### config.mk
export PLATFORM = sky130hd
export DESIGN_NAME = utf8_stream_decoder_flat
export DESIGN_NICKNAME = d
export VERILOG_FILES = /design/src/design/u8d_pkg.sv /design/src/design/u8d_stream_if.sv /design/src/design/utf8_stream_decoder.sv /design/src/design/u8d_in_stage.sv /design/src/design/u8d_decode.sv /design/src/design/u8d_out_stage.sv /design/src/flat_wrapper.sv
export SDC_FILE = /design/constraint.sdc
export NUM_CORES = 1
export LEC_CHECK = 0
export BUFFER_PORTS_ARGS = -buffer_cell sky130_fd_sc_hd__buf_2
export CORE_ASPECT_RATIO = 1.25
export CORE_MARGIN = 2
export CORE_UTILIZATION = 55
export DETAILED_ROUTE_END_ITERATION = 12
export PLACE_DENSITY = 0.75
export SLEW_MARGIN = 0
export SYNTH_ARGS = -nofsm -noshare
export SYNTH_HDL_FRONTEND = slang
export SYNTH_SLANG_ARGS = --single-unit
### constraint.sdc
create_clock -name i_clk -period 3.34 [get_ports i_clk]
set_input_delay 0.334 -clock i_clk [delete_from_list [all_inputs] [get_ports i_clk]]
set_output_delay 0.334 -clock i_clk [all_outputs]
set_load 0.01 [all_outputs]
### src/design/u8d_pkg.sv
package u8d_pkg;

    localparam int unsigned CpW  = 21;
    localparam int unsigned CntW = 3;
    localparam int unsigned RemW = 2;

    localparam logic [7:0] LEAD2_MASK = 8'o037;
    localparam logic [7:0] LEAD3_MASK = 8'o017;
    localparam logic [7:0] LEAD4_MASK = 8'o007;
    localparam logic [7:0] CONT_MASK  = 8'o077;
    localparam logic [7:0] BYTE_MASK  = 8'o377;

    typedef enum logic [1:0] {
        ST_OK      = 2'd0,
        ST_INVALID = 2'd1,
        ST_TRUNC   = 2'd2,
        ST_END     = 2'd3
    } t_status;

    typedef struct packed {
        logic [7:0] data_byte;
        logic       end_flag;
    } t_in_item;

    typedef struct packed {
        logic [CpW-1:0]  code_point;
        logic [CntW-1:0] byte_count;
        t_status         status;
    } t_result;

    typedef struct packed {
        logic fire;
        logic load;
    } t_step;

endpackage

### src/design/u8d_stream_if.sv
interface u8d_in_if;
    logic       valid;
    logic       ready;
    logic [7:0] data_byte;
    logic       end_flag;

    modport source (output valid, output data_byte, output end_flag, input ready);
    modport sink (input valid, input data_byte, input end_flag, output ready);
endinterface

interface u8d_out_if;
    logic        valid;
    logic        ready;
    logic [20:0] code_point;
    logic [2:0]  byte_count;
    logic [1:0]  status;

    modport source (output valid, output code_point, output byte_count, output status,
                    input ready);
    modport sink (input valid, input code_point, input byte_count, input status,
                  output ready);
endinterface

### src/design/utf8_stream_decoder.sv
// an item is held in the input register, and its result then in the result register
// throughput: one item per cycle unless a result waits on a stalled output; decode
// of a byte is a class test and a six-bit shift-or between the input register and the result register
// reset: synchronous active-low i_rst_n empties both registers and returns
// the decoder to the idle state with no open sequence
module utf8_stream_decoder
    import u8d_pkg::*;
(
    input  logic      i_clk,
    input  logic      i_rst_n,
    u8d_in_if.sink    i_byte,
    u8d_out_if.source o_char
);

    logic     w_in_valid;
    t_in_item w_item;
    t_step    w_step;
    t_result  w_result;
    logic     w_out_free;

    u8d_in_stage u_in (
        .i_clk     (i_clk),
        .i_rst_n   (i_rst_n),
        .i_byte    (i_byte),
        .i_advance (w_step.fire),
        .o_valid   (w_in_valid),
        .o_item    (w_item)
    );

    u8d_decode u_dec (
        .i_clk      (i_clk),
        .i_rst_n    (i_rst_n),
        .i_valid    (w_in_valid),
        .i_item     (w_item),
        .i_out_free (w_out_free),
        .o_step     (w_step),
        .o_result   (w_result)
    );

    u8d_out_stage u_out (
        .i_clk    (i_clk),
        .i_rst_n  (i_rst_n),
        .i_step   (w_step),
        .i_result (w_result),
        .o_free   (w_out_free),
        .o_char   (o_char)
    );

endmodule

### src/design/u8d_in_stage.sv
module u8d_in_stage
    import u8d_pkg::*;
(
    input  logic     i_clk,
    input  logic     i_rst_n,
    u8d_in_if.sink   i_byte,
    input  logic     i_advance,
    output logic     o_valid,
    output t_in_item o_item
);

    logic     r_valid;
    t_in_item r_item;
    logic     w_ready;

    assign w_ready      = !r_valid || i_advance;
    assign i_byte.ready = w_ready;
    assign o_valid      = r_valid;
    assign o_item       = r_item;

    always_ff @(posedge i_clk) begin
        if (!i_rst_n) begin
            r_valid <= 1'b0;
        end else if (w_ready) begin
            r_valid <= i_byte.valid;
        end
    end

    always_ff @(posedge i_clk) begin
        if (w_ready && i_byte.valid) begin
            r_item.data_byte <= i_byte.data_byte & BYTE_MASK;
            r_item.end_flag  <= i_byte.end_flag;
        end
    end

endmodule

### src/design/u8d_decode.sv
module u8d_decode
    import u8d_pkg::*;
(
    input  logic     i_clk,
    input  logic     i_rst_n,
    input  logic     i_valid,
    input  t_in_item i_item,
    input  logic     i_out_free,
    output t_step    o_step,
    output t_result  o_result
);

    logic [RemW-1:0] r_rem;
    logic [CpW-1:0]  r_part;
    logic [CntW-1:0] r_taken;
    logic [RemW-1:0] n_rem;
    logic [CpW-1:0]  n_part;
    logic [CntW-1:0] n_taken;
    logic            w_has;
    logic            w_fire;
    logic            w_cont;
    logic [CpW-1:0]  w_ext;
    logic [7:0]      w_b;
    t_result         w_res;

    assign w_b    = i_item.data_byte;
    assign w_cont = (w_b[7:6] == 2'b10);
    assign w_ext  = {r_part[CpW-7:0], w_b[5:0] & CONT_MASK[5:0]};

    always_comb begin
        n_rem            = r_rem;
        n_part           = r_part;
        n_taken          = r_taken;
        w_has            = 1'b0;
        w_res.code_point = '0;
        w_res.byte_count = '0;
        w_res.status     = ST_OK;
        if (i_item.end_flag) begin
            w_has = 1'b1;
            if (r_rem != '0) begin
                w_res.byte_count = r_taken;
                w_res.status     = ST_TRUNC;
                n_rem            = '0;
                n_part           = '0;
                n_taken          = '0;
            end else begin
                w_res.status = ST_END;
            end
        end else if (r_rem != '0) begin
            if (w_cont) begin
                if (r_rem == RemW'(1)) begin
                    w_has            = 1'b1;
                    w_res.code_point = w_ext;
                    w_res.byte_count = r_taken + CntW'(1);
                    n_rem            = '0;
                    n_part           = '0;
                    n_taken          = '0;
                end else begin
                    n_part  = w_ext;
                    n_taken = r_taken + CntW'(1);
                    n_rem   = r_rem - RemW'(1);
                end
            end else begin
                w_has            = 1'b1;
                w_res.byte_count = r_taken + CntW'(1);
                w_res.status     = ST_INVALID;
                n_rem            = '0;
                n_part           = '0;
                n_taken          = '0;
            end
        end else if (!w_b[7]) begin
            w_has            = 1'b1;
            w_res.code_point = CpW'(w_b);
            w_res.byte_count = CntW'(1);
        end else if (w_cont || (w_b[7:3] == 5'b11111)) begin
            w_has            = 1'b1;
            w_res.byte_count = CntW'(1);
            w_res.status     = ST_INVALID;
        end else begin
            n_taken = CntW'(1);
            if (w_b[7:5] == 3'b110) begin
                n_part = CpW'(w_b & LEAD2_MASK);
                n_rem  = RemW'(1);
            end else if (w_b[7:4] == 4'b1110) begin
                n_part = CpW'(w_b & LEAD3_MASK);
                n_rem  = RemW'(2);
            end else begin
                n_part = CpW'(w_b & LEAD4_MASK);
                n_rem  = RemW'(3);
            end
        end
    end

    assign w_fire      = i_valid && (!w_has || i_out_free);
    assign o_step.fire = w_fire;
    assign o_step.load = w_fire && w_has;
    assign o_result    = w_res;

    always_ff @(posedge i_clk) begin
        if (!i_rst_n) begin
            r_rem   <= '0;
            r_part  <= '0;
            r_taken <= '0;
        end else if (w_fire) begin
            r_rem   <= n_rem;
            r_part  <= n_part;
            r_taken <= n_taken;
        end
    end

endmodule

### src/design/u8d_out_stage.sv
module u8d_out_stage
    import u8d_pkg::*;
(
    input  logic     i_clk,
    input  logic     i_rst_n,
    input  t_step    i_step,
    input  t_result  i_result,
    output logic     o_free,
    u8d_out_if.source o_char
);

    logic    r_valid;
    t_result r_res;
    logic    w_free;

    assign w_free            = !r_valid || o_char.ready;
    assign o_free            = w_free;
    assign o_char.valid      = r_valid;
    assign o_char.code_point = r_res.code_point;
    assign o_char.byte_count = r_res.byte_count;
    assign o_char.status     = r_res.status;

    always_ff @(posedge i_clk) begin
        if (!i_rst_n) begin
            r_valid <= 1'b0;
        end else if (w_free) begin
            r_valid <= i_step.load;
        end
    end

    always_ff @(posedge i_clk) begin
        if (i_step.load) begin
            r_res <= i_result;
        end
    end

endmodule

### src/flat_wrapper.sv
// flat-port wrapper written by rule: the top's interface ports become plain ports
module utf8_stream_decoder_flat import u8d_pkg::*;
  (i_clk, i_rst_n, i_byte_valid, i_byte_data_byte, i_byte_end_flag, i_byte_ready, o_char_valid, o_char_code_point, o_char_byte_count, o_char_status, o_char_ready);
  u8d_in_if i_byte_i ();
  u8d_out_if o_char_i ();
  input  logic i_clk;
  input  logic i_rst_n;
  input wire logic [$bits(i_byte_i.valid)-1:0] i_byte_valid;
  input wire logic [$bits(i_byte_i.data_byte)-1:0] i_byte_data_byte;
  input wire logic [$bits(i_byte_i.end_flag)-1:0] i_byte_end_flag;
  output wire logic [$bits(i_byte_i.ready)-1:0] i_byte_ready;
  output wire logic [$bits(o_char_i.valid)-1:0] o_char_valid;
  output wire logic [$bits(o_char_i.code_point)-1:0] o_char_code_point;
  output wire logic [$bits(o_char_i.byte_count)-1:0] o_char_byte_count;
  output wire logic [$bits(o_char_i.status)-1:0] o_char_status;
  input wire logic [$bits(o_char_i.ready)-1:0] o_char_ready;
  assign i_byte_i.valid = i_byte_valid;
  assign i_byte_i.data_byte = i_byte_data_byte;
  assign i_byte_i.end_flag = i_byte_end_flag;
  assign i_byte_ready = i_byte_i.ready;
  assign o_char_valid = o_char_i.valid;
  assign o_char_code_point = o_char_i.code_point;
  assign o_char_byte_count = o_char_i.byte_count;
  assign o_char_status = o_char_i.status;
  assign o_char_i.ready = o_char_ready;
  utf8_stream_decoder u_core (.i_clk(i_clk), .i_rst_n(i_rst_n), .i_byte(i_byte_i), .o_char(o_char_i));
endmodule
# After elaboration in Yosys (flattened, before gate mapping)
# Index checks and enable logic that the tools add are counted.
# W data, S select, Z words.
[totals]
regBits = 57
out_inout_bits = 28
[op_classes]
addsub = 2
eq_ne = 7
muxes = 43
n_reduce_logical = 13
[op_table]
columns = ["operator", "count"]
rows = [
  ["$mux W15", 7],
  ["$mux W3", 10],
  ["$mux W26", 1],
  ["$mux W24", 1],
  ["$mux W21", 1],
  ["$mux W2", 9],
  ["$mux W1", 10],
  ["$mux W5", 2],
  ["$mux W7", 1],
  ["$eq A5 B5 Y1 const B", 1],
  ["$eq A4 B4 Y1 const B", 1],
  ["$logic_or A1 B1 Y1", 4],
  ["$mux W4", 1],
  ["$ne A2 B2 Y1 const B", 2],
  ["$reduce_and A4 Y1", 1],
  ["$reduce_bool A2 Y1", 2],
  ["$add A3 B1 Y3 const B", 1],
  ["$eq A3 B3 Y1 const B", 1],
  ["$logic_and A1 B1 Y1", 3],
  ["$logic_not A1 Y1", 3],
  ["$eq A2 B1 Y1 const B", 1],
  ["$eq A2 B2 Y1 const B", 1],
  ["$sub A2 B1 Y2 const B", 1],
]

# Longest topological paths before layout
# Gate-level depths: netlist of the first run.
[logic_depth]
ltp_word = 11
depth_mapped = 10

# Modules after synthesis
# From an unflattened synthesis of the first run, not the netlist that was laid out.
[hier_totals]
cells_unflattened = 218
hier_area_um2 = 2504.9
[modules_own_cells]
columns = ["module", "area_per_inst_um2", "cells_per_inst", "n_inst"]
rows = [
  ["u8d_decode", 1347.5, 174, 1],
  ["u8d_out_stage", 829.5, 30, 1],
  ["u8d_in_stage", 327.8, 14, 1],
]

# Worst setup path after synthesis of the first run
# OpenSTA, ideal clock, no wires.
[synth_path]
path_type = "flip-flop to flip-flop"
start = "register u_core.u_dec.r_rem[0]"
end = "register u_core.u_out.r_res (netlist bit u_core.u_out.o_char.byte_count[0]), enable pin"
t_arrival_ns = 2.261
period_less_slack_ns = 2.673
setup_ns = 0.412
path_slack_ns = 0.667
path_stages_with_launch = 7
path_cell_list = "dfxtp_1 inv_1 ha_1 buf_2 o21ba_2 o31ai_2 nor2b_1"
[synth_rtl]
columns = ["item", "line", "source"]
rows = [
  ["from (decl)", "u8d_decode.sv:13", "logic [RemW-1:0] r_rem;"],
  ["from (signal assigned)", "u8d_decode.sv:105", "r_rem <= n_rem;"],
  ["to (signal assigned)", "u8d_out_stage.sv:33", "r_res <= i_result;"],
  ["to (decl)", "u8d_out_stage.sv:13", "t_result r_res;"],
]

# Worst setup path in the final report of the first run
[layout_path]
start = "register u_core.u_dec.r_rem[0]"
end = "register u_core.u_in.r_item (netlist bit u_core.u_in.o_item[1]), enable pin"
[layout_via]
elab_chain_len = 10
elab_cells_between_ends = 11
[layout_lines]
columns = ["item", "line", "source"]
rows = [
  ["$eq A2 B1 Y1", "u8d_decode.sv:51", "if (r_rem == RemW'(1)) begin"],
  ["$mux W1", "u8d_decode.sv:51", ""],
  ["$mux W1", "u8d_decode.sv:50", "if (w_cont) begin"],
  ["$mux W1 (*)", "u8d_decode.sv:49", "end else if (r_rem != '0) begin"],
  ["$mux W1 (*)", "u8d_decode.sv:38", "if (i_item.end_flag) begin"],
  ["$logic_not A1 Y1 (*)", "u8d_decode.sv:94", "assign w_fire = i_valid && (!w_has || i_out_free);"],
  ["$logic_or A1 B1 Y1 (*)", "u8d_decode.sv:94", ""],
  ["$logic_and A1 B1 Y1 (*)", "u8d_decode.sv:94", ""],
  ["$logic_or A1 B1 Y1 (*)", "u8d_in_stage.sv:16", "assign w_ready = !r_valid || i_advance;"],
  ["$logic_and A1 B1 Y1 (*)", "u8d_in_stage.sv:30", "if (w_ready && i_byte.valid) begin"],
  ["to (decl)", "u8d_in_stage.sv:13", "t_in_item r_item;"],
]
# Every way passes the cells marked *; elsewhere a longest branch is shown, timed or not.
# A chain may end at the register's enable or synchronous reset.

==> results of run 1 <==
==> power breakdown <==
part	total, W	internal [W]	switching, W
Sequential	0.000788	0.000773	0.0000146
Combinational	0.0000920	0.0000345	0.0000575
Clock	0.000634	0.000383	0.000251
Total	0.00151	0.00119	0.000324
==> registers in the layout, summed over array words and instances (netlist names) <==
register	flops
u_core.u_out.o_char.status	2
u_core.u_out.o_char.valid	1
u_core.u_in.o_valid	1
u_core.u_in.o_item	9
u_core.u_out.o_char.byte_count	3
u_core.u_dec.r_taken	3
u_core.u_out.o_char.code_point	21
u_core.u_dec.r_rem	2
u_core.u_dec.r_part	15
==> per-layer routing <==
metal	vias up	track usage	wire (µm)
met4	0	0.104	108
met1	771	0.232	1770
li1	844	-	-
met5	-	0	0
met3	13	0.0768	281
met2	52	0.316	2130
==> cell usage in the layout (no fill, tap or decap), types with 7 or more instances in the layout <==
cell type  instances
clkbuf_8          11
nor3b_1            8
nand3_1           14
nand2_1           22
inv_1              9
edfxtp_1          35
nor2_1             7
buf_2             40
dfxtp_1           22
a21oi_1           21
o21ai_0            7
and2_1            14
==> logic make-up (layout without fill, tap and decap cells) <==
logic type                 count (synthesis)  after routing  synth area share
buffers and inverters                     21             69            0.0433
adders and majority gates                  4              4            0.0209
AOI/OAI and AO/OA                         46             46             0.124
and+or+nand+nor                           84             84             0.190
DFF                                       57             57             0.622
==> cell type report <==
class / count / area, µm² / area share
flip-flops and latches: 57 / 1490 / 0.527
multi-input cells: 134 / 803 / 0.284
repair buffers: 44 / 230 / 0.0814
clock buffers: 13 / 159 / 0.0562
well taps: 56 / 70.1 / 0.0248
clock inverters: 3 / 40.0 / 0.0142
inverters: 9 / 33.8 / 0.0119
==> stage by stage <==
stage,total power (W),setup WS [ns]
3_5_place_dp,0.000895,0.845
6_report,0.00151,0.830
2_1_floorplan,0.000861,0.667
5_1_grt,0.00158,0.585
4_1_cts,0.00152,0.831
3_3_place_gp,0.000894,0.914
==> worst max-delay path: stages (launching register included) <==
cell	delay (ns)
dfxtp_1	0.33
inv_1	0.10
ha_1	0.50
o21ba_2	0.26
o31ai_2	0.28
nor2_1	0.12
nor2b_1	0.56
==> path summary, 6_finish.rpt <==
check	start	end	slack [ns]	cells after the start
worst max-delay path	u_core.u_dec.r_rem[0]	u_core.u_in.o_item[1]	0.83	6
worst min-delay path	i_byte_end_flag	u_core.u_in.o_item[0]	0.17	1
worst max register to register	u_core.u_dec.r_rem[0]	u_core.u_in.o_item[1]	0.83	6
worst min register to register	u_core.u_dec.r_part[10]	u_core.u_dec.r_part[10]	0.45	2
==> run_results.csv, run 1 <==
group,metric,value,unit
job,maxCapViolations,0,
synth,yosys.area.top_type,"edfxtp_1",
global_routing,gr-usage-all-layers,0.199,
finish,design_area,0.00283,mm²
synth,syn_nets,229,
sta,grt_setup_unrepaired,"false",
synth,synth.distinct_cells,37,
finish,drive_gt1_frac,0.250,
die,initial_core_util,0.580,
synth,synth_area_leaders,"edfxtp_1 (44%), dfxtp_1 (18%), a21oi_1 (4.4%), and2_1 (3.7%), nand2_1 (3.4%)",
synth,synth_top_area_share,0.439,
setup_path,start_kind,"register",
placed_design,gp_congestion,0.912,
placed_design,hpwlAfterDp,2.93,mm
cts,cts.repair.resized,0,
detailed_routing,routed_via_density,5.32,
synth,ys_ff_latch,57,
cts,numClockSinks,57,
synth,async_flop_share,0,
global_routing,grt_overflow,0,
setup_path,required,3.31,ns
detailed_routing,ant_nets,0,
finish,area_growth,18.0,%
cts,cts_tree,"done",
synth,ys_top_cells_by_count,"edfxtp_1 (35), dfxtp_1 (22), nand2_1 (22)",
placed_design,post_dp_cell_area,0.00263,mm²
global_routing,grt_start_max_net_pins,27,
die,core,0.00413,mm²
placed_design,dp.cells,300,
sta,setup_violations,0,
die,io-pin-count,41,
synth,yosys_warnings,0,
finish,instances_no_fill,316,
outcome,status,"finished clean",
sta,slew_headroom,0.537,
synth,synth-edff-count,35,
sta,tns,0,ns
detailed_routing,post_drt_wl_per_cell,13.6,µm
setup_path,critPathMaxFanout,18,
die,rows,26,
synth,yosysMostFrequentCell,"edfxtp_1",
cts,cts_buffer_depth,2,
pwr,p_per_area,535,mW/mm²
setup_path,arrival,2.48,ns
die,fp.dieArea,0.00490,mm²
pwr,ir_worst_vdd,0.000350,V
finish,fin_util,0.684,
synth,syn_inst,212,
sta,finalHoldViolations,0,
cts,insertion_delay,0.34,ns
sta,skew,0.00720,ns
finish,diodes,0,
setup_path,end_kind,"register",
finish,nets,272,
sta,max_freq,398,MHz
global_routing,antenna_found_initial,0,
hold_path,worst_hold_path_type,"input port to register",
setup_path,critPathKind,"register to register",
placed_design,port_buffers,40,
synth,syn_avg_cell_area,11.3,µm²
die,die_height,77.8,µm
sta,period_share,0.751,
cts,post_cts_buffers,0,
detailed_routing,first_pass_iters,4,
sta,fin_hold_ws,0.167,ns
synth,ys_seq_area_frac,0.622,
cts,cts_root_buf,"clkbuf_8",
global_routing,grt_pass1_vias,1569,
die,die-width,63.0,µm
cts,postCtsHoldBufs,0,
cts,clk_pin_slew_worst_paths,0.06,ns
sta,drv_slew,0,
sta,min_period,2.51,ns
detailed_routing,drcViolationCount,0,
cts,cts_max_level,3,
detailed_routing,vias,1680,
global_routing,grt_pass1_wl,7.28,mm
synth,synthFlopType,"edfxtp_1",
synth,synthesis.area,0.00240,mm²
detailed_routing,drt_wl_total,4.29,mm
finish,n_fill_cell,326,
detailed_routing,drtIter0Drc,76,
sta,tightest_slew,0.695,ns
cts,cts-buffers-inserted,9,
pwr,leakage,1.05,nW
Note: power is estimated with default switching activity, not from simulation.
==> inputs of run 2 (changes only) <==
--- a/config.mk
+++ b/config.mk
@@ -5,12 +5,13 @@
 export SDC_FILE = /design/constraint.sdc
 export NUM_CORES = 1
 export LEC_CHECK = 0
+export ABC_AREA = 1
 export BUFFER_PORTS_ARGS = -buffer_cell sky130_fd_sc_hd__buf_2
 export CORE_ASPECT_RATIO = 1.25
 export CORE_MARGIN = 2
-export CORE_UTILIZATION = 55
+export CORE_UTILIZATION = 50
 export DETAILED_ROUTE_END_ITERATION = 12
-export PLACE_DENSITY = 0.75
+export PLACE_DENSITY = 0.72
 export SLEW_MARGIN = 0
 export SYNTH_ARGS = -nofsm -noshare
 export SYNTH_HDL_FRONTEND = slang
==> constraint.sdc (replaced) <==
create_clock -name i_clk -period 2.3 [get_ports i_clk]
set_input_delay 0.23 -clock i_clk [delete_from_list [all_inputs] [get_ports i_clk]]
set_output_delay 0.23 -clock i_clk [all_outputs]
set_load 0.01 [all_outputs]
==> run 2 against run 1 <==
Compared with the run above: utilization is 7.3 points lower; cell count grew 31%; sequential share of layout area fell by 4.3 points; highest routed layer unchanged; wire length increased by 16%; clock power increased by 33%; setup slack got worse by 0.52 ns; combinational power grew to 2.8 times the previous value; die area rose by 19%; via count increased by 21%; largest power group unchanged; worst hold slack got worse by 0.096 ns.
==> run_results.csv, run 2 <==
group,metric,value,unit
outcome,status,"finished clean",
synth,synthAdderAreaFrac,0.0192,
hold_path,worst_hold_path_type,"input port to register",
setup_path,critPathKind,"register to primary output",
detailed_routing,vias,2033,
placed_design,dp.cells,399,
setup_path,r2r_slack,0.36,ns
global_routing,gr-usage-all-layers,0.196,
global_routing,grt_start_max_net_pins,27,
die,die_height,84.8,µm
detailed_routing,first_pass_iters,4,
synth,ys_seq_area_frac,0.571,
synth,synth_top_area_share,0.402,
setup_path,endpoint,"i_byte_ready",
setup_path,cp-startpoint,"u_core.u_dec.r_rem[1]",
setup_path,start_kind,"register",
finish,diodes,0,
sta,period_share,0.866,
setup_path,r2r-start,"u_core.u_dec.r_rem[0]",
cts,postCtsHoldBufs,0,
sta,finalHoldViolations,0,
finish,area_growth,18.0,%
detailed_routing,drtIter0Drc,138,
pwr,leakage,1.38,nW
sta,max_freq,502,MHz
die,die-width,68.7,µm
sta,tightest_slew,0.397,ns
sta,setup_slack,0.308,ns
setup_path,arrival,1.76,ns
cts,cts_tree,"done",
die,rows,29,
synth,synth-edff-count,35,
placed_design,port_buffers,40,
detailed_routing,routed_via_density,4.90,
finish,nets,365,
synth,synthFlopType,"edfxtp_1",
synth,synthSimpleGateAreaFrac,0.277,
synth,yosys_warnings,0,
detailed_routing,ant_nets,0,
synth,ys_ff_latch,57,
synth,synth_area_leaders,"edfxtp_1 (40%), dfxtp_1 (17%), nand2_1 (9.2%), nor2_1 (8.6%), inv_1 (5.7%)",
pwr,p_per_area,736,mW/mm²
cts,cts-buffers-inserted,9,
cts,cts_max_level,3,
synth,synthesis.area,0.00261,mm²
synth,synthMuxAreaShare,0,
global_routing,grt_pass1_vias,1900,
synth,yosysMostFrequentCell,"nand2_1",
detailed_routing,drcViolationCount,0,
finish,design_area,0.00308,mm²
setup_path,r2r_end,"u_core.u_out.o_char.code_point[13]",
synth,synth_xor_area_frac,0.00335,
setup_path,end_kind,"primary output",
finish,drive_gt1_frac,0.224,
cts,cts.repair.resized,0,
setup_path,required,2.07,ns
die,io-pin-count,41,
placed_design,pre_cts_ws,0.367,ns
die,core,0.00504,mm²
cts,numClockSinks,57,
global_routing,grt_overflow,0,
finish,mostFrequentLayoutCells,"nand2_1 (64), nor2_1 (60), inv_1 (40), buf_2 (40), edfxtp_1 (35)",
sta,setup_violations,0,
synth,synth_compound_area_frac,0.0302,
finish,largest_reg_flops,21,
synth,async_flop_share,0,
detailed_routing,post_drt_wl_per_cell,12.0,µm
cts,clk_pin_slew_worst_paths,0.06,ns
synth,ys_top_cells_by_count,"nand2_1 (64), nor2_1 (60), inv_1 (40)",
synth,yosys.area.top_type,"edfxtp_1",
job,maxCapViolations,0,
sta,min_period,1.99,ns
sta,drv_slew,0,
synth,syn_nets,317,
global_routing,grt_pass1_wl,8.28,mm
finish,layout_commonest_cell,"nand2_1",
cts,cts_root_buf,"clkbuf_8",
placed_design,gp_congestion,0.809,
pwr,total_power,0.00227,W
cts,post_cts_buffers,0,
sta,grt_setup_unrepaired,"false",
sta,skew,0.00442,ns
cts,cts_buffer_depth,2,
die,fp.dieArea,0.00582,mm²
detailed_routing,drt_wl_total,4.97,mm
sta,slew_headroom,0.736,
die,initial_core_util,0.518,
setup_path,reg2reg_depth,10,
synth,syn_avg_cell_area,8.71,µm²
synth,synth_top_family_by_area,"simple AND/OR/NAND/NOR gates",
synth,syn_inst,300,
pwr,ir_worst_vdd,0.000522,V
cts,insertion_delay,0.33,ns
global_routing,antenna_found_initial,0,
synth,synth.distinct_cells,28,
placed_design,hpwlAfterDp,3.52,mm
placed_design,post_dp_cell_area,0.00290,mm²
setup_path,critPathMaxFanout,9,
sta,tns,0,ns
finish,instances_no_fill,415,
run 2: stage by stage:
| step | utilization | hold WS, ns |
|---|---|---|
| 6_report | 0.611 | 0.0708 |
| 5_1_grt | 0.611 | 0.0448 |
| 4_1_cts | 0.611 | 0.0550 |
| 3_5_place_dp | 0.576 | 0.408 |
| 3_3_place_gp | 0.576 | 0.406 |
| 2_1_floorplan | - | 0.329 |
run 2: how the worst min path moves through the flow:
stage,from,endpoint,slack [ns],cells past startpoint
floorplan,i_byte_end_flag,u_core.u_in.o_item[0],0.33,0
global placement,i_byte_data_byte[6],u_core.u_in.o_item[7],0.41,1
detailed placement,i_byte_data_byte[7],u_core.u_in.o_item[8],0.41,1
CTS,i_byte_data_byte[5],u_core.u_in.o_item[6],0.06,1
finish,i_byte_data_byte[3],u_core.u_in.o_item[4],0.07,1
global route,i_byte_data_byte[5],u_core.u_in.o_item[6],0.04,1
run 2: kinds of logic (layout without fill, tap and decap cells):
kind of cell	Yosys count	in the layout
DFF	57	57
xor gates and xnor gates	1	1
buffers and inverters	63	116
and+or+nand+nor	162	162
adders and majority gates	4	4
AOI/OAI and AO/OA	13	13
run 2: per-layer routing:
layer  global-route usage  wire length, µm  vias to the layer above
met5                    0                0                        -
met3               0.0676              237                        7
met1                0.218             1980                      916
met4               0.0964               87                        0
li1                     -                -                     1049
met2                0.324             2660                       61
run 2: layout make-up:
class	instances	area (µm²)
fill	458	1960
sequential	57	1490
multi-input combinational	180	861
timing repair buffer	49	280
inverter	51	194
clock buffer	11	131
tap	62	77.6
clock inverter	5	46.3
run 2: power by group:
part / switching [W] / leakage (nW) / total, W / internal, W
Sequential: 0.0000232 / 0.520 / 0.00116 / 0.00114
Clock: 0.000359 / 0.0898 / 0.000846 / 0.000487
Combinational: 0.000169 / 0.771 / 0.000260 / 0.0000908
Total: 0.000551 / 1.38 / 0.00227 / 0.00172
run 2: critical path, cell delays in order (launching register included):
cell and delay, ns:
dfxtp_1 0.30, inv_1 0.11, ha_1 0.23, inv_4 0.08, nor2_1 0.25, nor2_4 0.08
nand3_4 0.11, nand3_1 0.11, buf_2 0.17
